--- config.mk ---
export PLATFORM = sky130hd
export DESIGN_NAME = rotation_matrix_to_quaternion_core
export DESIGN_NICKNAME = d
export VERILOG_FILES = /design/src/design/rmq_pkg.sv /design/src/design/rmq_sqrt_pipe.sv /design/src/design/rotation_matrix_to_quaternion_core.sv
export SDC_FILE = /design/constraint.sdc
export NUM_CORES = 2
export LEC_CHECK = 0
export ABC_AREA = 1
export BUFFER_PORTS_ARGS = -buffer_cell sky130_fd_sc_hd__buf_2
export CELL_PAD_IN_SITES_DETAIL_PLACEMENT = 0
export CELL_PAD_IN_SITES_GLOBAL_PLACEMENT = 1
export CORE_ASPECT_RATIO = 1.4
export CORE_MARGIN = 2
export CORE_UTILIZATION = 47
export CTS_CLUSTER_SIZE = 8
export DETAILED_ROUTE_END_ITERATION = 6
export PLACE_DENSITY_LB_ADDON = 0.1
export SLEW_MARGIN = 5
export SYNTH_ARGS = -nofsm -noshare
export SYNTH_HDL_FRONTEND = slang
export SYNTH_SLANG_ARGS = --single-unit
--- constraint.sdc ---
create_clock -name clk_i -period 69.1 [get_ports clk_i]
set_input_delay 3.455 -clock clk_i [delete_from_list [all_inputs] [get_ports clk_i]]
set_output_delay 3.455 -clock clk_i [all_outputs]
set_load 0.02 [all_outputs]
--- src/design/rmq_pkg.sv ---
// Shared constants for the rotation matrix to quaternion core.
`timescale 1ns / 1ps
`default_nettype none
package rmq_pkg;
  localparam int unsigned ElemW = 16;
  localparam int unsigned MagW  = 15;
  localparam logic [MagW-1:0] MagMax = 15'h7fff;
endpackage
`default_nettype wire

--- src/design/rmq_sqrt_pipe.sv ---
// Pipelined floor square root, one result bit per stage.
`timescale 1ns / 1ps
`default_nettype none
module rmq_sqrt_pipe #(
  parameter int unsigned InW = 48
) (
  input  logic                 clk_i,
  input  logic                 en_i,
  input  logic [InW-1:0]       rad_i,
  output logic [(InW+1)/2-1:0] root_o
);
  localparam int unsigned RootW = (InW + 1) / 2;
  localparam int unsigned PadW  = 2 * RootW;
  localparam int unsigned RemW  = RootW + 2;

  logic [PadW-1:0]  rad_q  [RootW+1];
  logic [RemW-1:0]  rem_q  [RootW+1];
  logic [RootW-1:0] root_q [RootW+1];

  always_comb begin
    rad_q[0]  = PadW'(rad_i);
    rem_q[0]  = '0;
    root_q[0] = '0;
  end

  for (genvar s = 0; s < RootW; s++) begin : g_stage
    logic [RemW-1:0]  trial;
    logic [RemW-1:0]  cur;
    logic [PadW-1:0]  rad_d;
    logic [RemW-1:0]  rem_d;
    logic [RootW-1:0] root_d;
    always_comb begin
      cur    = {rem_q[s][RemW-3:0], rad_q[s][PadW-1 -: 2]};
      trial  = {root_q[s], 2'b01};
      rad_d  = {rad_q[s][PadW-3:0], 2'b00};
      if (cur >= trial) begin
        rem_d  = cur - trial;
        root_d = {root_q[s][RootW-2:0], 1'b1};
      end else begin
        rem_d  = cur;
        root_d = {root_q[s][RootW-2:0], 1'b0};
      end
    end
    logic [PadW-1:0]  rad_r;
    logic [RemW-1:0]  rem_r;
    logic [RootW-1:0] root_r;
    always_ff @(posedge clk_i) begin
      if (en_i) begin
        rad_r  <= rad_d;
        rem_r  <= rem_d;
        root_r <= root_d;
      end
    end
    always_comb begin
      rad_q[s+1]  = rad_r;
      rem_q[s+1]  = rem_r;
      root_q[s+1] = root_r;
    end
  end

  assign root_o = root_q[RootW];
endmodule
`default_nettype wire

--- src/design/rotation_matrix_to_quaternion_core.sv ---
// Top level of the rotation matrix to unit quaternion core.
//
//  channel | dir | tdata fields (low bit up)
//  s_axis  | in  | xaxis_x..zaxis_z, nine 16-bit signed Q2.14 (144 bits)
//  m_axis  | out | quat_scalar 15b, quat_x/y/z 16b signed (64 bits, 1 pad bit)
//
// Pipeline from an accepted request to a valid result: input register,
// radicand stage, RootW square root stages (one result bit each) and the
// output register. One request per cycle sustained while the sink does not stall.
// Reset clears only valid bits. A stall freezes the entire pipeline: it
// advances only when its last stage is empty or the result is taken.
`timescale 1ns / 1ps
`default_nettype none
module rotation_matrix_to_quaternion_core
  import rmq_pkg::*;
#(
  parameter int unsigned FRAC_BITS = 14
) (
  input  wire logic         clk_i,
  input  wire logic         rst_ni,
  input  wire logic         s_axis_tvalid,
  output logic              s_axis_tready,
  input  wire logic [143:0] s_axis_tdata,  // xaxis_x,y,z, yaxis_x,y,z, zaxis_x,y,z
  output logic              m_axis_tvalid,
  input  wire logic         m_axis_tready,
  output logic [63:0]       m_axis_tdata   // quat_scalar, quat_x, quat_y, quat_z, 0
);
  // root argument: |m_rr - others| < 2^17 plus ONE, kept signed
  localparam int unsigned ArgW   = (FRAC_BITS > 17) ? FRAC_BITS + 2 : 19;
  // radicand: positive argument shifted by FRAC_BITS-2, never narrower than
  // what a saturated magnitude needs
  localparam int unsigned RadRaw = ArgW + FRAC_BITS + 1;
  localparam int unsigned RadW   = (RadRaw > 2 * MagW) ? RadRaw : 2 * MagW;
  localparam int unsigned RootW  = (RadW + 1) / 2;
  localparam int unsigned Depth  = RootW + 3;

  logic [Depth-1:0] vld_q;
  logic             en;
  assign en            = !vld_q[Depth-1] || m_axis_tready;
  assign s_axis_tready = en;
  assign m_axis_tvalid = vld_q[Depth-1];

  always_ff @(posedge clk_i or negedge rst_ni) begin
    if (!rst_ni) vld_q <= '0;
    else if (en) vld_q <= {vld_q[Depth-2:0], s_axis_tvalid};
  end

  // stage 1: register inputs
  logic signed [ElemW-1:0] m_q [9];
  always_ff @(posedge clk_i) begin
    if (en) for (int n = 0; n < 9; n++) m_q[n] <= s_axis_tdata[n*ElemW +: ElemW];
  end

  // stage 2: trace, radicands, sign terms
  logic signed [ArgW-1:0] tr, arg [4];
  logic [RadW-1:0] rad_q [4];
  logic signed [17:0] diff_d [3], sum_d [3][2];
  logic diffneg_q [3], sjz_q [3], sjn_q [3], skz_q [3], skn_q [3];
  always_comb begin
    tr = ArgW'(m_q[0]) + ArgW'(m_q[4]) + ArgW'(m_q[8]);
    for (int r = 0; r < 3; r++)
      arg[r] = ArgW'(m_q[r*4]) * ArgW'(2) + (ArgW'(1) <<< FRAC_BITS) - tr;
    arg[3] = (ArgW'(1) <<< FRAC_BITS) + tr;
    for (int i = 0; i < 3; i++) begin
      diff_d[i] = 18'(m_q[((i+1)%3)*3 + (i+2)%3]) - 18'(m_q[((i+2)%3)*3 + (i+1)%3]);
      sum_d[i][0] = 18'(m_q[i*3 + (i+1)%3]) + 18'(m_q[((i+1)%3)*3 + i]);
      sum_d[i][1] = 18'(m_q[i*3 + (i+2)%3]) + 18'(m_q[((i+2)%3)*3 + i]);
    end
  end
  always_ff @(posedge clk_i) begin
    if (en) begin
      for (int r = 0; r < 4; r++)
        rad_q[r] <= (arg[r] <= 0) ? '0 : (RadW'(arg[r]) << (FRAC_BITS - 2));
      for (int i = 0; i < 3; i++) begin
        diffneg_q[i] <= diff_d[i] < 0;
        sjz_q[i] <= sum_d[i][0] == 0;
        sjn_q[i] <= sum_d[i][0] < 0;
        skz_q[i] <= sum_d[i][1] == 0;
        skn_q[i] <= sum_d[i][1] < 0;
      end
    end
  end

  // sign bits travel alongside the roots
  logic [14:0] sgn_q [RootW+1];
  always_comb begin
    for (int i = 0; i < 3; i++)
      sgn_q[0][i*5 +: 5] = {diffneg_q[i], sjz_q[i], sjn_q[i], skz_q[i], skn_q[i]};
  end
  for (genvar s = 0; s < RootW; s++) begin : g_sgn
    logic [14:0] r;
    always_ff @(posedge clk_i) if (en) r <= sgn_q[s];
    assign sgn_q[s+1] = r;
  end

  logic [RootW-1:0] root [4];
  for (genvar r = 0; r < 4; r++) begin : g_sqrt
    rmq_sqrt_pipe #(.InW(RadW)) u_sqrt (
      .clk_i (clk_i), .en_i (en), .rad_i (rad_q[r]), .root_o (root[r])
    );
  end

  // final stage: pick largest, saturate, apply signs
  function automatic logic [MagW-1:0] sat(input logic [RootW-1:0] v);
    return (v > RootW'(MagMax)) ? MagMax : v[MagW-1:0];
  endfunction
  logic [1:0] pick;
  logic [4:0] sg;
  logic neg [3];
  logic negi, negj, negk;
  logic nz;
  logic [15:0] q [3];
  always_comb begin
    pick = 2'd0;
    if (root[1] > root[0]) pick = 2'd1;
    if (root[2] > root[pick]) pick = 2'd2;
    sg = sgn_q[RootW][pick*5 +: 5];
    nz = root[pick] != '0;
    negi = sg[4];
    negj = nz && !sg[3] && (sg[2] != sg[4]);
    negk = nz && !sg[1] && (sg[0] != sg[4]);
    // rotate the picked part and its two followers back to x, y, z
    case (pick)
      2'd1: begin
        neg[0] = negk;
        neg[1] = negi;
        neg[2] = negj;
      end
      2'd2: begin
        neg[0] = negj;
        neg[1] = negk;
        neg[2] = negi;
      end
      default: begin
        neg[0] = negi;
        neg[1] = negj;
        neg[2] = negk;
      end
    endcase
    for (int r = 0; r < 3; r++)
      q[r] = neg[r] ? 16'(16'd0 - {1'b0, sat(root[r])}) : {1'b0, sat(root[r])};
  end
  logic [63:0] out_q;
  always_ff @(posedge clk_i) begin
    if (en) out_q <= {1'b0, q[2], q[1], q[0], sat(root[3])};
  end
  assign m_axis_tdata = out_q;

  // Hold the result steady while the sink stalls.
  assert property (@(posedge clk_i) disable iff (!rst_ni)
    m_axis_tvalid && !m_axis_tready |=> m_axis_tvalid && $stable(m_axis_tdata));
  // Accept a request whenever the output stage is empty.
  assert property (@(posedge clk_i) disable iff (!rst_ni)
    !m_axis_tvalid |-> s_axis_tready);
  // Keep the pad bit clear on every result.
  assert property (@(posedge clk_i) disable iff (!rst_ni)
    m_axis_tvalid |-> !m_axis_tdata[63]);
  assert property (@(posedge clk_i) disable iff (!rst_ni) !$isunknown(m_axis_tvalid));
endmodule
`default_nettype wire

-- Yosys cells after proc, flatten, opt, wreduce, memory -nomap -nowiden
Memory sizes are Yosys's and may differ from the RTL's. A register that Yosys moved wholly into a read port is not among the register bits.
Cells that the tools add are included.
- bits in latches: 0
- memories kept: 7
- output and inout bits: 66
- bits in writable memories: 295
- flip-flop bits (word level): 3055
- ROM bits: 0
- reductions and logical operators: 12
- shift-type cells: 1
- $add $sub $neg: 82
- multipliers: 1
- divide/modulo/power cells: 0
- equal/unequal tests: 4
- magnitude comparators: 86
- muxes and demuxes: 153
- bitwise operators: 2
- memories (name ; words ; width ; read ports ; clocked after memory_dff ; write ports ; RTL line ; source):
    m_q ; 9 ; 16 ; 9 ; 0 ; 9 ; rotation_matrix_to_quaternion_core.sv:49 ; logic signed [ElemW-1:0] m_q [9];
    rad_q ; 4 ; 34 ; 4 ; 0 ; 4 ; rotation_matrix_to_quaternion_core.sv:56 ; logic [RadW-1:0] rad_q [4];
    diffneg_q ; 3 ; 1 ; 3 ; 3 ; 3 ; rotation_matrix_to_quaternion_core.sv:58 ; logic diffneg_q [3], sjz_q [3], sjn_q [3], skz_q [3], skn_q [3];
    sjn_q ; 3 ; 1 ; 3 ; 3 ; 3 ; rotation_matrix_to_quaternion_core.sv:58 ;
    sjz_q ; 3 ; 1 ; 3 ; 3 ; 3 ; rotation_matrix_to_quaternion_core.sv:58 ;
    skn_q ; 3 ; 1 ; 3 ; 3 ; 3 ; rotation_matrix_to_quaternion_core.sv:58 ;
    +1 memories ; -- ; -- ; -- ; -- ; -- ; -- ;
- operator list (cell ; count):
    2-to-1 mux 17 bit ; 64
    2-to-1 mux 34 bit ; 4
    less-than comparator 17 x 1 -> 1 bit (second input constant) ; 6
    logical NOT 32 bit ; 3
    2-to-1 mux 15 bit ; 6
    >= comparator 19 x 10 -> 1 bit ; 4
    >= comparator 19 x 11 -> 1 bit ; 4
    >= comparator 19 x 12 -> 1 bit ; 4
    >= comparator 19 x 13 -> 1 bit ; 4
    >= comparator 19 x 14 -> 1 bit ; 4
    >= comparator 19 x 15 -> 1 bit ; 4
    >= comparator 19 x 16 -> 1 bit ; 4
    >= comparator 19 x 17 -> 1 bit ; 4
    >= comparator 19 x 18 -> 1 bit ; 4
    >= comparator 19 x 3 -> 1 bit ; 4
    >= comparator 19 x 4 -> 1 bit ; 4
    >= comparator 19 x 5 -> 1 bit ; 4
    >= comparator 19 x 6 -> 1 bit ; 4
    >= comparator 19 x 7 -> 1 bit ; 4
    >= comparator 19 x 8 -> 1 bit ; 4
    >= comparator 19 x 9 -> 1 bit ; 4
    less-or-equal comparator 19 x 1 -> 1 bit (second input constant) ; 4
    2-to-1 mux 1 bit ; 71
    adder 16 x 16 -> 17 bit ; 4
    39 further kinds ; 115

-- Longest topological paths before layout
- word-level depth: 17
- depth in mapped cells: 37
- gate-level depth less buffers: 35

-- Cells and area by module
A second synthesis with hierarchy kept.
- cells, all modules: 17306
- area total of the unflattened synthesis: 166224.4 sq um
- modules (own cells, without submodules) (module ; area an instance (sq um) ; cells each ; instances ; sequential area each (sq um)):
    rmq_sqrt_pipe ; 35163.7 ; 3730 ; 4 ; 20179.4
    rotation_matrix_to_quaternion_core ; 25569.5 ; 2386 ; 1 ; 13863.3

-- Least setup slack after synthesis
No wires, ideal clock.
- path type: input -> register
- start: input m_axis_tready
- end: register vld_q[11]
- library setup time: 2.665 ns
- required time: 66.435 ns
- path buffers: 1
- cell stages on the path: 4
- data arrival time: 71.915 ns
- path slack: -5.480 ns
- cell sequence: inv_1 nand2_1 clkbuf_1 a21oi_1
- cells in the longest elaborated chain, start to end: 1
- ends and longest elaborated chain (what ; RTL line ; source):
    start: declaration ; rotation_matrix_to_quaternion_core.sv:25 ; input wire logic m_axis_tready,
    logical OR 1 bit ; rotation_matrix_to_quaternion_core.sv:39 ; assign en = !vld_q[Depth-1] || m_axis_tready;
    via s_axis_tready ; rotation_matrix_to_quaternion_core.sv:22 ; output logic s_axis_tready,
    end signal: assignment ; rotation_matrix_to_quaternion_core.sv:45 ; else if (en) vld_q <= {vld_q[Depth-2:0], s_axis_tvalid};
    end: declaration ; rotation_matrix_to_quaternion_core.sv:37 ; logic [Depth-1:0] vld_q;
The timed path passes the listed nets, and every way through them passes these cells.
A chain may end at the register's enable or synchronous reset.

-- Worst setup path in the final report
- start: input m_axis_tready
- end: register g_sqrt[3].u_sqrt.g_stage[8].rad_r[33] (enable)
- cells in the longest elaborated chain, start to end: 1
- ends and longest elaborated chain (what ; RTL line ; source):
    logical OR 1 bit ; rotation_matrix_to_quaternion_core.sv:39 ;
    end signal: assignment ; rmq_sqrt_pipe.sv:49 ; rad_r <= rad_d;
    end: declaration ; rmq_sqrt_pipe.sv:44 ; logic [PadW-1:0] rad_r;
Every way passes these cells.

==> impl_results.md <==
* Status: finished clean
* Leading area contributor after synthesis: edfxtp_1
* Clk_lat worst skew at 0.87 ns
* Post-synth EDFFs at approximately 2400
* Synth warn at 0
* Worst setup EP type: flop
* Final WL at 227000 um
* Hold WC Path Type: flop to flop
* Number of buffers added on ports at between 200 and 250
* Area grow syn2layout at 11.8%
* P_leak at 58.6 nW
* Clk slew on worst S/H paths at around 0.05 ns
* Max Fclk at 122 MHz
* Post-synthesis sequential area ratio at between 60% and 70%
* Hold Path Depth at 0
* Wire per inst at 15.1 um
* CORE AREA at 261000 um2
* Crit path kind: primary input to flop
* Top-area cell type share of the netlist area at 59.7%
* Clk_skew at roughly 0.047 ns
* Power per cell area at 52.2 nW/um2
* Hold Slack at 0.408 ns
* Most frequent cell after synthesis: edfxtp_1
* CTS Buf Count at between 300 and 400
* GRT Overall Usage at 17.0%
* Main synth FF type: edfxtp_1
* TNS Setup at 0 ns
* Top-Level Pins at 214
* Die X at 437 um
* Final Util at between 50% and 60%
* Ranking of synthesized cells by area: edfxtp_1 60%, ha_1 9.1%, nand2_1 5.2%
* Place WS at 59.96 ns
* Post-CTS Hold Buffers at 0
* Clk root buf: clkbuf_16
* #FFs+latches synth at around 2500
* Die height at 610 um
* First-pass GRT wire length at 370000 um
* Vias in the first global route at 77000
* FP Rows at 222
* Multi-input gate area at 42900 um2
* CTS tree: yes
* Top cells by count, synth: 2449 x edfxtp_1, 1719 x nand2_1, 1542 x inv_1
* Sequential cell area at 74000 um2
* Largest net degree at the start of global routing at between 150 and 200
* Gate Count Post-Synth at about 11000
* Slew @ Worst Pin at about 1.1 ns
* Nets@finish at 12600
* Filler cell count at 22600
* Antenna viol nets, final at 0
* CTS resizes at 0
* Via count at 74800
* Number of max-cap violations at 0
* Library cells used by synthesis at 74
* Final min period at 8.18 ns
* Clk sinks at 2469
* Slew Viols, Final at 0
* Initial antenna violation count at 12
* Unrepaired setup endpoints after global routing: no
* Avg Cell Area, Syn at between 10 and 15 um2
* DR vias/cell at 4.98
* Max clock buf depth at 4
* Critical Path RT at 69.56 ns
* DIE AREA at 266000 um2
* DRC at 0
* Layout cell share with drive strength beyond 1 at 6.21%
* CTS H-tree depth at 5
* Initial drt markers at about 3000
* Synth async-reset ratio at 0.810%
* Crit path launch type: primary input
* Final Cycle Share at between 10% and 20%
* Mapped Area at 123000 um2
* Post-CTS Setup Bufs at 0
* Final setup violation count at 0
* Final hold violations at 0
* Fin worst setup slack at 60.92 ns
* TritonRoute pass-1 iters at 5
* Slew Limit Headroom at about a quarter
* Data arrival, critical path at roughly 8.6 ns
* GP Congestion at 0.904
* Initial cell density of the core at between 40% and 50%
* VDD IR max at ~0.06 mV
* R2r worst-path depth at 25
* Congestion Overflow GR at 0
* Crit Path Max Fanout at 160
* Post-DP HPWL at about 170000 um
==> stage by stage <==
step	cells	total power [W]	cell area, um2
floorplan	11000	0.00563	123000
global placement	14600	0.00571	128000
detailed placement	14600	0.00577	128000
CTS	15000	0.00730	138000
global route	15000	0.00781	138000
finish	15000	0.00719	138000
==> area by class of cell <==
type	instances	share of cell area [%]
antenna	3	0.00545
clock buffer	373	6.48
clock inverter	23	0.247
inverter	1564	4.26
multi-input combinational	6877	31.1
sequential	2469	53.7
tap	3472	3.15
timing repair buffer	248	1.00
==> where the power goes <==
| group | switching, W | internal, W |
|---|---|---|
| registers | 0.000308 | 0.00261 |
| clock network | 0.000581 | 0.000902 |
| logic | 0.00177 | 0.00103 |
| total | 0.00266 | 0.00454 |
==> per-layer routing <==
metal / wire [um] / track usage (%)
met3: 8430 / 2.86
met2: 125000 / 33.7
met5: 108 / 0
met1: 84300 / 17.1
met4: 9230 / 7.17
==> path summary, 6_finish.rpt <==
check                                                       from                               endpoint  slack [ns]
max                                                m_axis_tready  g_sqrt[3].u_sqrt.g_stage[8].rad_r[33]       60.92
max in group asynchronous                                 rst_ni                              vld_q[18]       66.22
min                        g_sqrt[2].u_sqrt.g_stage[7].rad_r[29]  g_sqrt[2].u_sqrt.g_stage[8].rad_r[31]        0.41
min in group asynchronous                                 rst_ni                               vld_q[9]        2.57
max reg2reg                                            m_q[0][1]                           rad_q[1][17]       63.16
min reg2reg                g_sqrt[2].u_sqrt.g_stage[7].rad_r[29]  g_sqrt[2].u_sqrt.g_stage[8].rad_r[31]        0.41
==> layout by cell type, fill, tap and decap left out, drive strengths merged, types with 7 or more instances in the layout <==
| master | n |
|---|---|
| a2111oi | 7 |
| a211oi | 28 |
| a21boi | 19 |
| a21o | 40 |
| a21oi | 759 |
| a31oi | 24 |
| buf | 248 |
| clkbuf | 373 |
| clkinv | 21 |
| conb | 13 |
| dfrtp | 20 |
| edfxtp | 2449 |
| fa | 43 |
| ha | 893 |
| inv | 1566 |
| nand2 | 1724 |
| nand3 | 385 |
| nand3b | 23 |
| nand4 | 152 |
| nor2 | 848 |
| nor3 | 158 |
| nor3b | 10 |
| nor4 | 63 |
| o2111ai | 11 |
| o211ai | 41 |
| o21a | 14 |
| o21ai | 685 |
| o21bai | 46 |
| o31ai | 10 |
| or2 | 41 |
| or3 | 9 |
| xnor2 | 308 |
| xor2 | 477 |
==> critical path, cell delays in order <==
cell and delay [ns]:
buf_2 0.08, inv_1 0.07, nand2_4 0.13, buf_12 0.55, buf_4 0.88, buf_4 0.80
buf_4 0.74, buf_4 0.75, buf_4 0.84
==> registers in the layout, summed over array words and instances, names as in the netlist, 2 cells and up <==
name / count
vld_q: 20
g_sqrt.u_sqrt.g_stage.rem_r: 960
diffneg_q: 3
g_sqrt.u_sqrt.g_stage.root_r: 540
m_axis_tdata: 63
sjn_q: 2
g_sqrt.u_sqrt.root_o: 68
m_q: 144
g_sqrt.u_sqrt.g_stage.rad_r: 436
g_sgn.r: 153
sjz_q: 2
rad_q: 76
==> kinds of logic after synthesis <==
kind of cell | Yosys count | synth area share (%)
other cells | 2 | 0.00609
fa+ha+maj | 936 | 9.76
flops | 2469 | 60.1
buf+inv | 1680 | 5.20
xor+xnor | 785 | 5.58
simple gates | 3429 | 11.8
compound gates | 1711 | 7.52
mux | 3 | 0.0274
(Power assumes the default switching activity.)
